[src/hdl/abad_pkg.sv]
`timescale 1ns / 1ps
`default_nettype none
package abad_pkg;

  typedef struct packed {
    logic mode;
    logic coded_bit;
    logic start_req;
  } in_t;

  typedef struct packed {
    logic symbol;
    logic symbol_valid;
    logic last;
    logic need_bit;
    logic error;
  } out_t;

  typedef enum logic {
    OP_MUL,
    OP_DIV
  } op_e;

  typedef struct packed {
    logic start;
    op_e  op;
  } arith_req_t;

  typedef enum logic [1:0] {
    PH_IDLE,
    PH_HEADER,
    PH_TAG,
    PH_DECODE
  } phase_e;

  typedef enum logic [3:0] {
    ST_IDLE,
    ST_CHECK,
    ST_MUL1,
    ST_DIV1,
    ST_MUL2,
    ST_DIV2,
    ST_NORM,
    ST_FIN
  } state_e;

  localparam int CfgIdxW = 2;
  localparam int CfgDataW = 30;
  localparam logic [CfgIdxW-1:0] CFG_COUNT_ZERO = 2'd0;
  localparam logic [CfgIdxW-1:0] CFG_COUNT_ONE  = 2'd1;
  localparam logic [CfgIdxW-1:0] CFG_MAX_TOTAL  = 2'd2;

  localparam int CountW = 32;
  localparam int TotalW = 33;
  localparam int InitW = 16;

endpackage
`default_nettype wire

[src/hdl/abad_arith.sv]
`timescale 1ns / 1ps
`default_nettype none
module abad_arith #(
  parameter int PW = 66,
  parameter int DW = 33
) (
  input  wire logic                   clk_i,
  input  wire logic                   rst_ni,
  input  wire abad_pkg::arith_req_t   req_i,
  input  wire logic [PW-1:0]          a_i,
  input  wire logic [DW-1:0]          b_i,
  output logic      [PW-1:0]          res_o,
  output logic                        done_o
);

  localparam int CntW = $clog2(PW + 1);
  localparam logic [CntW-1:0] MulLast = CntW'(DW - 1);
  localparam logic [CntW-1:0] DivLast = CntW'(PW - 1);

  logic                busy_q, done_q;
  abad_pkg::op_e       op_q;
  logic [CntW-1:0]     cnt_q;
  logic [PW-1:0]       acc_q, a_q;
  logic [DW-1:0]       b_q, rem_q;

  logic [PW-1:0]       sum;
  logic [DW:0]         sh;
  logic [DW+1:0]       diff;
  logic                ge, last;

  always_comb begin
    sum  = acc_q + (b_q[0] ? a_q : '0);
    sh   = {rem_q, a_q[PW-1]};
    diff = {1'b0, sh} - {2'b00, b_q};
    ge   = ~diff[DW+1];
    last = (op_q == abad_pkg::OP_MUL) ? (cnt_q == MulLast) : (cnt_q == DivLast);
  end

  always_ff @(posedge clk_i or negedge rst_ni) begin
    if (!rst_ni) begin
      busy_q <= 1'b0;
      done_q <= 1'b0;
      op_q   <= abad_pkg::OP_MUL;
      cnt_q  <= '0;
      acc_q  <= '0;
      a_q    <= '0;
      b_q    <= '0;
      rem_q  <= '0;
    end else begin
      done_q <= 1'b0;
      if (req_i.start) begin
        busy_q <= 1'b1;
        op_q   <= req_i.op;
        cnt_q  <= '0;
        acc_q  <= '0;
        rem_q  <= '0;
        a_q    <= a_i;
        b_q    <= b_i;
      end else if (busy_q) begin
        if (op_q == abad_pkg::OP_MUL) begin
          acc_q <= sum;
          a_q   <= {a_q[PW-2:0], 1'b0};
          b_q   <= {1'b0, b_q[DW-1:1]};
        end else begin
          // restoring step, quotient bits shift in from the bottom
          rem_q <= ge ? diff[DW-1:0] : sh[DW-1:0];
          a_q   <= {a_q[PW-2:0], ge};
        end
        cnt_q <= cnt_q + 1'b1;
        if (last) begin
          busy_q <= 1'b0;
          done_q <= 1'b1;
        end
      end
    end
  end

  assign res_o  = (op_q == abad_pkg::OP_MUL) ? acc_q : a_q;
  assign done_o = done_q;

endmodule
`default_nettype wire

[src/hdl/adaptive_binary_arithmetic_decoder.sv]
`timescale 1ns / 1ps
`default_nettype none
// channel | direction | handshake             | payload
// in      | input     | in_valid_i/in_ready_o   | in_data_i (mode, coded_bit, start_req)
// out     | output    | out_valid_o/out_ready_i | out_data_o (symbol .. error)
// cfg     | input     | cfg_we_i                | cfg_idx_i, cfg_data_i
//
// header, tag, rescale and idle items: the result is loaded in the cycle after the transfer, through ST_FIN
// a decode item steps through ST_CHECK, ST_MUL1, ST_DIV1, ST_MUL2, ST_DIV2 and ST_NORM to ST_FIN,
// PW = PRECISION + 34, DW = max(PRECISION + 1, 33): two DW-step multiplies and
// two PW-step divides, one bit a cycle through the shared shift-add/subtract unit
// one item at a time; the next is taken the cycle after the result transfer at the earliest
// reset is asynchronous, active low, and leaves the block idle with default config
module adaptive_binary_arithmetic_decoder #(
  parameter int PRECISION = 32
) (
  input  wire logic                              clk_i,
  input  wire logic                              rst_ni,
  input  wire logic                              in_valid_i,
  output logic                                   in_ready_o,
  input  wire abad_pkg::in_t                     in_data_i,
  output logic                                   out_valid_o,
  input  wire logic                              out_ready_i,
  output abad_pkg::out_t                         out_data_o,
  input  wire logic                              cfg_we_i,
  input  wire logic [abad_pkg::CfgIdxW-1:0]      cfg_idx_i,
  input  wire logic [abad_pkg::CfgDataW-1:0]     cfg_data_i
);

  localparam int P    = PRECISION;
  localparam int RW   = P + 1;
  localparam int TW   = abad_pkg::TotalW;
  localparam int CW   = abad_pkg::CountW;
  localparam int DW   = (RW > TW) ? RW : TW;
  localparam int PW   = RW + TW;
  localparam int HW   = P - 1;
  localparam int SLW  = P + 2;
  localparam int PSW  = $clog2(P + 1);
  localparam logic [PSW-1:0] HdrEnd = PSW'(P - 1);
  localparam logic [PSW-1:0] TagEnd = PSW'(P);
  localparam logic [PSW-1:0] TagTop = PSW'(P - 1);

  abad_pkg::state_e  state_q, state_d;
  abad_pkg::phase_e  phase_q, phase_d;
  logic [P-1:0]      lo_q, lo_d, hi_q, hi_d, tag_q, tag_d;
  logic [CW-1:0]     c0_q, c0_d, c1_q, c1_d;
  logic [SLW-1:0]    left_q, left_d;
  logic [HW-1:0]     hdr_q, hdr_d;
  logic [PSW-1:0]    pos_q, pos_d;
  logic              err_q, err_d, sym_q, sym_d, vld_q, vld_d, last_q, last_d;
  logic              k_q, k_d;
  logic [RW-1:0]     range_q, range_d;
  logic [TW-1:0]     total_q, total_d;
  logic              out_valid_q, out_valid_d;
  abad_pkg::out_t    out_q, out_d;
  logic [abad_pkg::InitW-1:0] icz_q, ico_q;
  logic [abad_pkg::CfgDataW-1:0] maxt_q;

  abad_pkg::arith_req_t areq;
  logic [PW-1:0]     a_op, a_res;
  logic [DW-1:0]     b_op;
  logic              a_done;

  abad_arith #(.PW(PW), .DW(DW)) u_arith (
    .clk_i  (clk_i),
    .rst_ni (rst_ni),
    .req_i  (areq),
    .a_i    (a_op),
    .b_i    (b_op),
    .res_o  (a_res),
    .done_o (a_done)
  );

  logic              in_ready, has_bit, e12, e3;
  abad_pkg::phase_e  ph;
  logic [PSW-1:0]    pos;
  logic [HW-1:0]     hdr, hdr_new;
  logic [TW-1:0]     total, csum;
  logic [RW-1:0]     q2, lo_add, hi_add;
  logic [RW:0]       hi_sum;

  assign in_ready = (state_q == abad_pkg::ST_IDLE) && !out_valid_q;
  assign has_bit  = !in_data_i.mode;
  assign e12      = hi_q[P-1] == lo_q[P-1];
  assign e3       = !hi_q[P-2] && lo_q[P-2];

  always_comb begin
    state_d = state_q; phase_d = phase_q;
    lo_d = lo_q; hi_d = hi_q; tag_d = tag_q; c0_d = c0_q; c1_d = c1_q;
    left_d = left_q; hdr_d = hdr_q; pos_d = pos_q; err_d = err_q;
    sym_d = sym_q; vld_d = vld_q; last_d = last_q; k_d = k_q;
    range_d = range_q; total_d = total_q;
    out_valid_d = out_valid_q && !out_ready_i;
    out_d = out_q;
    areq = '0; a_op = '0; b_op = '0;
    ph = phase_q; pos = pos_q; hdr = hdr_q; hdr_new = hdr_q;
    total = TW'(c0_q) + TW'(c1_q);
    csum = TW'(c0_q) + TW'(c1_q);
    q2 = a_res[RW-1:0];
    lo_add = k_q ? q2 : '0;
    hi_add = k_q ? range_q : q2;
    hi_sum = {2'b00, lo_q} + {1'b0, hi_add} - 1'b1;
    case (state_q)
      abad_pkg::ST_IDLE: begin
        if (in_valid_i && in_ready) begin
          sym_d = 1'b0; vld_d = 1'b0; last_d = 1'b0;
          state_d = abad_pkg::ST_FIN;
          if (in_data_i.start_req) begin
            lo_d = '0; hi_d = '1; tag_d = '0;
            c0_d = CW'(icz_q); c1_d = CW'(ico_q);
            left_d = '0; hdr = '0; pos = '0; err_d = 1'b0;
            ph = abad_pkg::PH_HEADER; phase_d = abad_pkg::PH_HEADER;
            hdr_d = '0; pos_d = '0;
          end
          hdr_new = hdr | (HW'(in_data_i.coded_bit) << pos);
          case (ph)
            abad_pkg::PH_HEADER: begin
              if (has_bit) begin
                hdr_d = hdr_new;
                if (pos + 1'b1 >= HdrEnd) begin
                  left_d = {hdr_new, 3'b000};
                  pos_d = '0;
                  phase_d = abad_pkg::PH_TAG;
                end else begin
                  pos_d = pos + 1'b1;
                end
              end
            end
            abad_pkg::PH_TAG: begin
              if (has_bit) begin
                tag_d = tag_q | (P'(in_data_i.coded_bit) << (TagTop - pos));
                if (pos + 1'b1 >= TagEnd) begin
                  pos_d = '0;
                  phase_d = (left_q == '0) ? abad_pkg::PH_IDLE : abad_pkg::PH_DECODE;
                end else begin
                  pos_d = pos + 1'b1;
                end
              end
            end
            abad_pkg::PH_DECODE: begin
              if (e12 || e3) begin
                if (has_bit) begin
                  lo_d  = {lo_q[P-2:0], 1'b0};
                  hi_d  = {hi_q[P-2:0], 1'b1};
                  tag_d = {tag_q[P-2:0], in_data_i.coded_bit};
                  if (!e12) begin
                    // e3 rescale flips the top bit of all three
                    lo_d[P-1]  = ~lo_q[P-2];
                    hi_d[P-1]  = ~hi_q[P-2];
                    tag_d[P-1] = ~tag_q[P-2];
                  end
                end
              end else begin
                state_d = abad_pkg::ST_CHECK;
              end
            end
            default: ;
          endcase
        end
      end
      abad_pkg::ST_CHECK: begin
        if (hi_q < lo_q || tag_q < lo_q || tag_q > hi_q || total == '0) begin
          err_d = 1'b1; phase_d = abad_pkg::PH_IDLE;
          state_d = abad_pkg::ST_FIN;
        end else begin
          range_d = RW'(hi_q) - RW'(lo_q) + 1'b1;
          total_d = total;
          areq = '{start: 1'b1, op: abad_pkg::OP_MUL};
          a_op = PW'(RW'(tag_q) - RW'(lo_q) + 1'b1);
          b_op = DW'(total);
          state_d = abad_pkg::ST_MUL1;
        end
      end
      abad_pkg::ST_MUL1: begin
        if (a_done) begin
          areq = '{start: 1'b1, op: abad_pkg::OP_DIV};
          a_op = a_res - 1'b1;
          b_op = DW'(range_q);
          state_d = abad_pkg::ST_DIV1;
        end
      end
      abad_pkg::ST_DIV1: begin
        if (a_done) begin
          if (a_res >= PW'(total_q)) begin
            err_d = 1'b1; phase_d = abad_pkg::PH_IDLE;
            state_d = abad_pkg::ST_FIN;
          end else begin
            k_d = a_res >= PW'(c0_q);
            areq = '{start: 1'b1, op: abad_pkg::OP_MUL};
            a_op = PW'(range_q);
            b_op = DW'(c0_q);
            state_d = abad_pkg::ST_MUL2;
          end
        end
      end
      abad_pkg::ST_MUL2: begin
        if (a_done) begin
          areq = '{start: 1'b1, op: abad_pkg::OP_DIV};
          a_op = a_res;
          b_op = DW'(total_q);
          state_d = abad_pkg::ST_DIV2;
        end
      end
      abad_pkg::ST_DIV2: begin
        if (a_done) begin
          hi_d = hi_sum[P-1:0];
          lo_d = P'(RW'(lo_q) + lo_add);
          if (k_q) c1_d = c1_q + 1'b1;
          else c0_d = c0_q + 1'b1;
          state_d = abad_pkg::ST_NORM;
        end
      end
      abad_pkg::ST_NORM: begin
        if (csum > TW'(maxt_q)) begin
          c0_d = CW'((TW'(c0_q) + 1'b1) >> 1);
          c1_d = CW'((TW'(c1_q) + 1'b1) >> 1);
        end
        sym_d = k_q; vld_d = 1'b1;
        left_d = left_q - 1'b1;
        if (left_q == SLW'(1)) begin
          last_d = 1'b1; phase_d = abad_pkg::PH_IDLE;
        end
        state_d = abad_pkg::ST_FIN;
      end
      abad_pkg::ST_FIN: begin
        out_valid_d = 1'b1;
        out_d.symbol = sym_q;
        out_d.symbol_valid = vld_q;
        out_d.last = last_q;
        out_d.error = err_q;
        case (phase_q)
          abad_pkg::PH_HEADER, abad_pkg::PH_TAG: out_d.need_bit = 1'b1;
          abad_pkg::PH_DECODE: out_d.need_bit = e12 || e3;
          default: out_d.need_bit = 1'b0;
        endcase
        state_d = abad_pkg::ST_IDLE;
      end
      default: state_d = abad_pkg::ST_IDLE;
    endcase
  end

  always_ff @(posedge clk_i or negedge rst_ni) begin
    if (!rst_ni) begin
      state_q <= abad_pkg::ST_IDLE; phase_q <= abad_pkg::PH_IDLE;
      lo_q <= '0; hi_q <= '1; tag_q <= '0;
      c0_q <= CW'(1); c1_q <= CW'(1);
      left_q <= '0; hdr_q <= '0; pos_q <= '0; err_q <= 1'b0;
      sym_q <= 1'b0; vld_q <= 1'b0; last_q <= 1'b0; k_q <= 1'b0;
      range_q <= '0; total_q <= '0;
      out_valid_q <= 1'b0; out_q <= '0;
    end else begin
      state_q <= state_d; phase_q <= phase_d;
      lo_q <= lo_d; hi_q <= hi_d; tag_q <= tag_d;
      c0_q <= c0_d; c1_q <= c1_d;
      left_q <= left_d; hdr_q <= hdr_d; pos_q <= pos_d; err_q <= err_d;
      sym_q <= sym_d; vld_q <= vld_d; last_q <= last_d; k_q <= k_d;
      range_q <= range_d; total_q <= total_d;
      out_valid_q <= out_valid_d; out_q <= out_d;
    end
  end

  always_ff @(posedge clk_i or negedge rst_ni) begin
    if (!rst_ni) begin
      icz_q <= abad_pkg::InitW'(1);
      ico_q <= abad_pkg::InitW'(1);
      maxt_q <= abad_pkg::CfgDataW'(65536);
    end else if (cfg_we_i) begin
      case (cfg_idx_i)
        abad_pkg::CFG_COUNT_ZERO: icz_q <= cfg_data_i[abad_pkg::InitW-1:0];
        abad_pkg::CFG_COUNT_ONE:  ico_q <= cfg_data_i[abad_pkg::InitW-1:0];
        abad_pkg::CFG_MAX_TOTAL:  maxt_q <= cfg_data_i;
        default: ;
      endcase
    end
  end

  assign in_ready_o  = in_ready;
  assign out_valid_o = out_valid_q;
  assign out_data_o  = out_q;

`ifndef NO_ASSERTIONS
  a_done_in_wait: assert property (@(posedge clk_i) disable iff (!rst_ni)
    a_done |-> (state_q == abad_pkg::ST_MUL1 || state_q == abad_pkg::ST_DIV1 ||
                state_q == abad_pkg::ST_MUL2 || state_q == abad_pkg::ST_DIV2))
    else $error("arith done outside a wait state");
  a_last_valid: assert property (@(posedge clk_i) disable iff (!rst_ni)
    out_valid_q && out_q.last |-> out_q.symbol_valid && !out_q.error)
    else $error("last without a clean symbol");
  a_decode_left: assert property (@(posedge clk_i) disable iff (!rst_ni)
    phase_q == abad_pkg::PH_DECODE |-> left_q != '0)
    else $error("decoding with no symbols left");
  a_fin_once: assert property (@(posedge clk_i) disable iff (!rst_ni)
    state_q == abad_pkg::ST_FIN |=> out_valid_q && state_q == abad_pkg::ST_IDLE)
    else $error("result not loaded after finish");
`endif

endmodule
`default_nettype wire
[config.mk]
export PLATFORM = sky130hd
export DESIGN_NAME = adaptive_binary_arithmetic_decoder
export DESIGN_NICKNAME = d
export VERILOG_FILES = /design/src/hdl/abad_pkg.sv /design/src/hdl/abad_arith.sv /design/src/hdl/adaptive_binary_arithmetic_decoder.sv
export SDC_FILE = /design/constraint.sdc
export NUM_CORES = 2
export LEC_CHECK = 0
export ABC_AREA = 1
export BUFFER_PORTS_ARGS = -buffer_cell sky130_fd_sc_hd__buf_2
export CORE_AREA = 2 2 332 334
export CTS_BUF_LIST = sky130_fd_sc_hd__clkbuf_8
export DETAILED_ROUTE_END_ITERATION = 16
export DIE_AREA = 0 0 334 336
export GPL_TIMING_DRIVEN = 0
export PLACE_DENSITY = 0.7
export REMOVE_ABC_BUFFERS = 1
export SYNTH_ARGS = -nofsm -noshare
export SYNTH_HDL_FRONTEND = slang
export SYNTH_HIERARCHICAL = 1
export SYNTH_SLANG_ARGS = --single-unit
[constraint.sdc]
create_clock -name clk_i -period 5.6 [get_ports clk_i]
set_clock_uncertainty 0.05 [all_clocks]
set_input_delay 0.56 -clock clk_i [delete_from_list [all_inputs] [get_ports clk_i]]
set_output_delay 0.56 -clock clk_i [all_outputs]
set_load 0.02 [all_outputs]
==> key figures <==
Outcome
  – Outcome: finished clean

Drt
  – Top layer in use: met5
  – Vias per std cell: 5.966
  – Final wirelength: 234300 um
  – DR DRC count: 0
  – WL met2: 99960 um
  – Antenna-violating nets left: 0
  – Wire per inst: 21.51 um
  – Metal-1 WL: 96070 um
  – Drt first pass iters: 10
  – Vias: 65.00k
  – Drt first-iter violations: 7564
  – Met3 wire length: 21640 um

Floorplanning
  – Core ar.: 108400 um2
  – Initial Utilization: 54.59%
  – Die Y: 336 um
  – Std cell rows: 121
  – DIE AREA: 112200 um2
  – IO Count: 47
  – Die Wd: 334 um

Setup path
  – Worst reg2reg path depth: 22
  – Worst Setup End Kind: flop
  – CP Class: flop to flop
  – Critical path startpoint category: flop
  – Flop2flop setup slack: 0.13 ns
  – Worst r2r src: c1_q[0]$_DFFE_PN1P_
  – Crit-path max FO: 33
  – Critical Path AT: 6.08 ns
  – Worst r2r dst: u_arith/a_q[62]$_DFFE_PN0P_
  – Crit path required time: 6.22 ns
  – Critical path origin: c1_q[0]$_DFFE_PN1P_

Min path
  – Worst Hold Class: input port to flop
  – Hold Path Depth: 3
  – Hold EP: maxt_q[2]$_DFFE_PN0P_
  – HP Start: cfg_data_i[2]

Synthesis
  – Commonest cells post-synth: nand2_1, inv_1, nor2_1
  – Adder-cell share of the synthesized area: 10.47%
  – Mux contribution to synthesized area: 0.06766%
  – Register area share after synthesis: 24.73%
  – Post-synthesis cell type count: 69
  – Synth Area per Inst: 6.286 um2
  – Synth area leader: dfrtp_1
  – Mapped Cells: 9414
  – Most frequent cell after synthesis: nand2_1
  – FF+latch count, synth: 583
  – Largest family of logic cells by synthesized area: simple AND/OR/NAND/NOR gates
  – Post-synth ARST share: 100.0%
  – Complex-gate fraction of the synthesized area: 18.67%
  – Simple-gate share of the synthesized area: 31.38%
  – Number of flops mapped to enable cells by yosys: 0
  – Post-Syn Area: 59170 um2
  – Top cells by area, synth: dfrtp_1, nand2_1, inv_1
  – Xor/xnor share of the synthesized area: 2.277%
  – Main synth FF type: dfrtp_1
  – YS warnings: 6
  – Post-synth top area share: 23.09%

Timing
  – Final WS setup: 0.1311 ns
  – Final Max Tran Viols: 0
  – RSZ-0062 raised after global routing: false
  – Slew @ Worst Pin: 1.397 ns
  – Fin crit share: 97.66%
  – Hold Slack: 0.04477 ns
  – Final hold violation count: 0
  – Final setup viols: 0
  – Crit path time final: 5.469 ns
  – F_max: 0.1829 GHz
  – Worst slew margin: 6.606%

Finish
  – Share of layout cells above drive strength 1: 5.888%
  – Area Overhead vs Synth: 8.261%
  – Final #Nets: 9904
  – Register area: 14640 um2
  – Area of the multi-input gates: 37500 um2
  – Finished Cell Area: 64060 um2
  – Filler cell count: 10.87k

Global routing
  – Largest net degree at the start of global routing: 111
  – Initial antenna violation count: 15
  – Vias in the first global route: 59.82k
  – Global-route wire length before repair: 353600 um
  – GRT Overall Usage: 40.79%
  – Total grt overflow: 0

CTS
  – Clk Latency, worst-skew pair: 0.85 ns
  – Clk root buf: clkbuf_8
  – CTS clk-pin slew, worst paths: 0.07 ns
  – CTS tree: built
  – Total CTS buffers: 112
  – Clk sinks: 583
  – Clk buf depth: 3
  – Max H-tree Level: 3

Placement
  – Pre-CTS WS: -2.610 ns
  – Dpl hpwl: 178800 um
  – I/O Buffers: 46
  – Area after DPL: 60890 um2
  – Final RePlAce weighted congestion: 1.118

Power and ir drop
  – Peak supply drop: 0.0002524 V
  – Power per cell area: 148.3 nW/um2
  – Leakage: 34.24 nW

Job
  – Number of max-cap violations: 0
==> registers in the layout, indices dropped and copies added, names as in the netlist, 33 cells and up <==
name	cells
left_q	34
u_arith/a_q	66
range_q	33
u_arith/acc_q	66
total_q	33
u_arith/b_q	33
u_arith/rem_q	33
==> final cells by class <==
class | count | area share [%]
sequential | 583 | 22.86
clock buffer | 136 | 2.922
multi-input combinational | 6936 | 58.54
antenna | 4 | 0.01562
timing repair inverter | 7 | 0.06640
clock inverter | 73 | 0.8945
tap | 1414 | 2.762
inverter | 1594 | 9.406
timing repair buffer | 148 | 2.539
==> cell usage in the layout (no fill, tap or decap), types with 125 or more instances in the layout <==
| cell | count |
|---|---|
| nor2_1 | 867 |
| clkbuf_8 | 136 |
| nor3_1 | 125 |
| nand4_1 | 203 |
| inv_1 | 1611 |
| nand2_1 | 2495 |
| nand3_1 | 431 |
| a21oi_1 | 594 |
| o21ai_0 | 686 |
| ha_1 | 458 |
| dfrtp_1 | 542 |
==> per-layer routing <==
layer,vias up,global-route usage (%)
li1,30831,-
met5,-,0
met3,751,7.036
met4,14,24.45
met2,3288,62.60
met1,30112,53.89
==> logic make-up (layout without fill, tap and decap cells) <==
logic type / after synthesis / after routing
AO/OA/AOI/OAI: 1914 / 1914
XOR/XNOR: 153 / 153
adder cells (fa/ha/maj): 482 / 482
buffers and inverters: 1904 / 1958
flip-flops: 583 / 583
multiplexers: 4 / 4
other: 0 / 4
AND/OR/NAND/NOR: 4374 / 4383
==> metrics by stage <==
stage	power, mW	std cells	TNS (ns)	util [%]
detailed placement	4.832	10621	-440.50	56.17
finish	9.503	10895	0	59.10
CTS	9.548	10878	0	58.93
floorplan	4.602	9104	-561.39	-
global route	9.784	10893	0	59.09
global placement	4.807	10564	-7261.27	55.18
==> repair_timing <==
item,CTS,global route
gates resized for setup,34,14
hold endpoints to repair,90,0
setup endpoints to repair,272,211
pin swaps,8,4
hold buffers,22,0
cloned,12,5
buffers inserted,14,7
==> worst max-delay path: stages (launching register included) <==
cell      delay, ns
dfstp_2        0.62
ha_2           0.25
inv_1          0.06
fa_1           0.40
inv_1          0.09
nand3_1        0.08
nand3_2        0.13
nand3_1        0.09
nand2_1        0.18
nand2_1        0.12
nand4_1        0.10
nand2_1        0.18
nor2_1         0.14
nand2_1        0.06
nor2_1         0.21
nand4_1        0.28
buf_4          0.25
nand2_1        0.69
nor2_1         0.27
nand2_4        0.50
nand3_1        0.17
nand2_1        0.13
o221ai_1       0.17
==> power by group <==
part | leakage, nW | internal, mW | switching [mW]
Sequential | 7.30 | 4.29 | 0.0427
Clock | 1.43 | 2.58 | 2.15
Combinational | 25.5 | 0.133 | 0.311
Total | 34.2 | 7.00 | 2.50
==> worst max-delay path by stage <==
stage | endpoint | slack (ns)
final | u_arith/a_q[62]$_DFFE_PN0P_ | 0.13
after global placement | tag_q[25]$_DFFE_PN0P_ | -9.04
after global routing | u_arith/a_q[62]$_DFFE_PN0P_ | 0.002
after floorplan | u_arith/acc_q[2]$_DFFE_PN0P_ | -3.24
after detailed placement | u_arith/acc_q[14]$_DFFE_PN0P_ | -2.61
after CTS | u_arith/b_q[23]$_DFFE_PN0P_ | 0.01
Power figures use the tool's default switching activity.
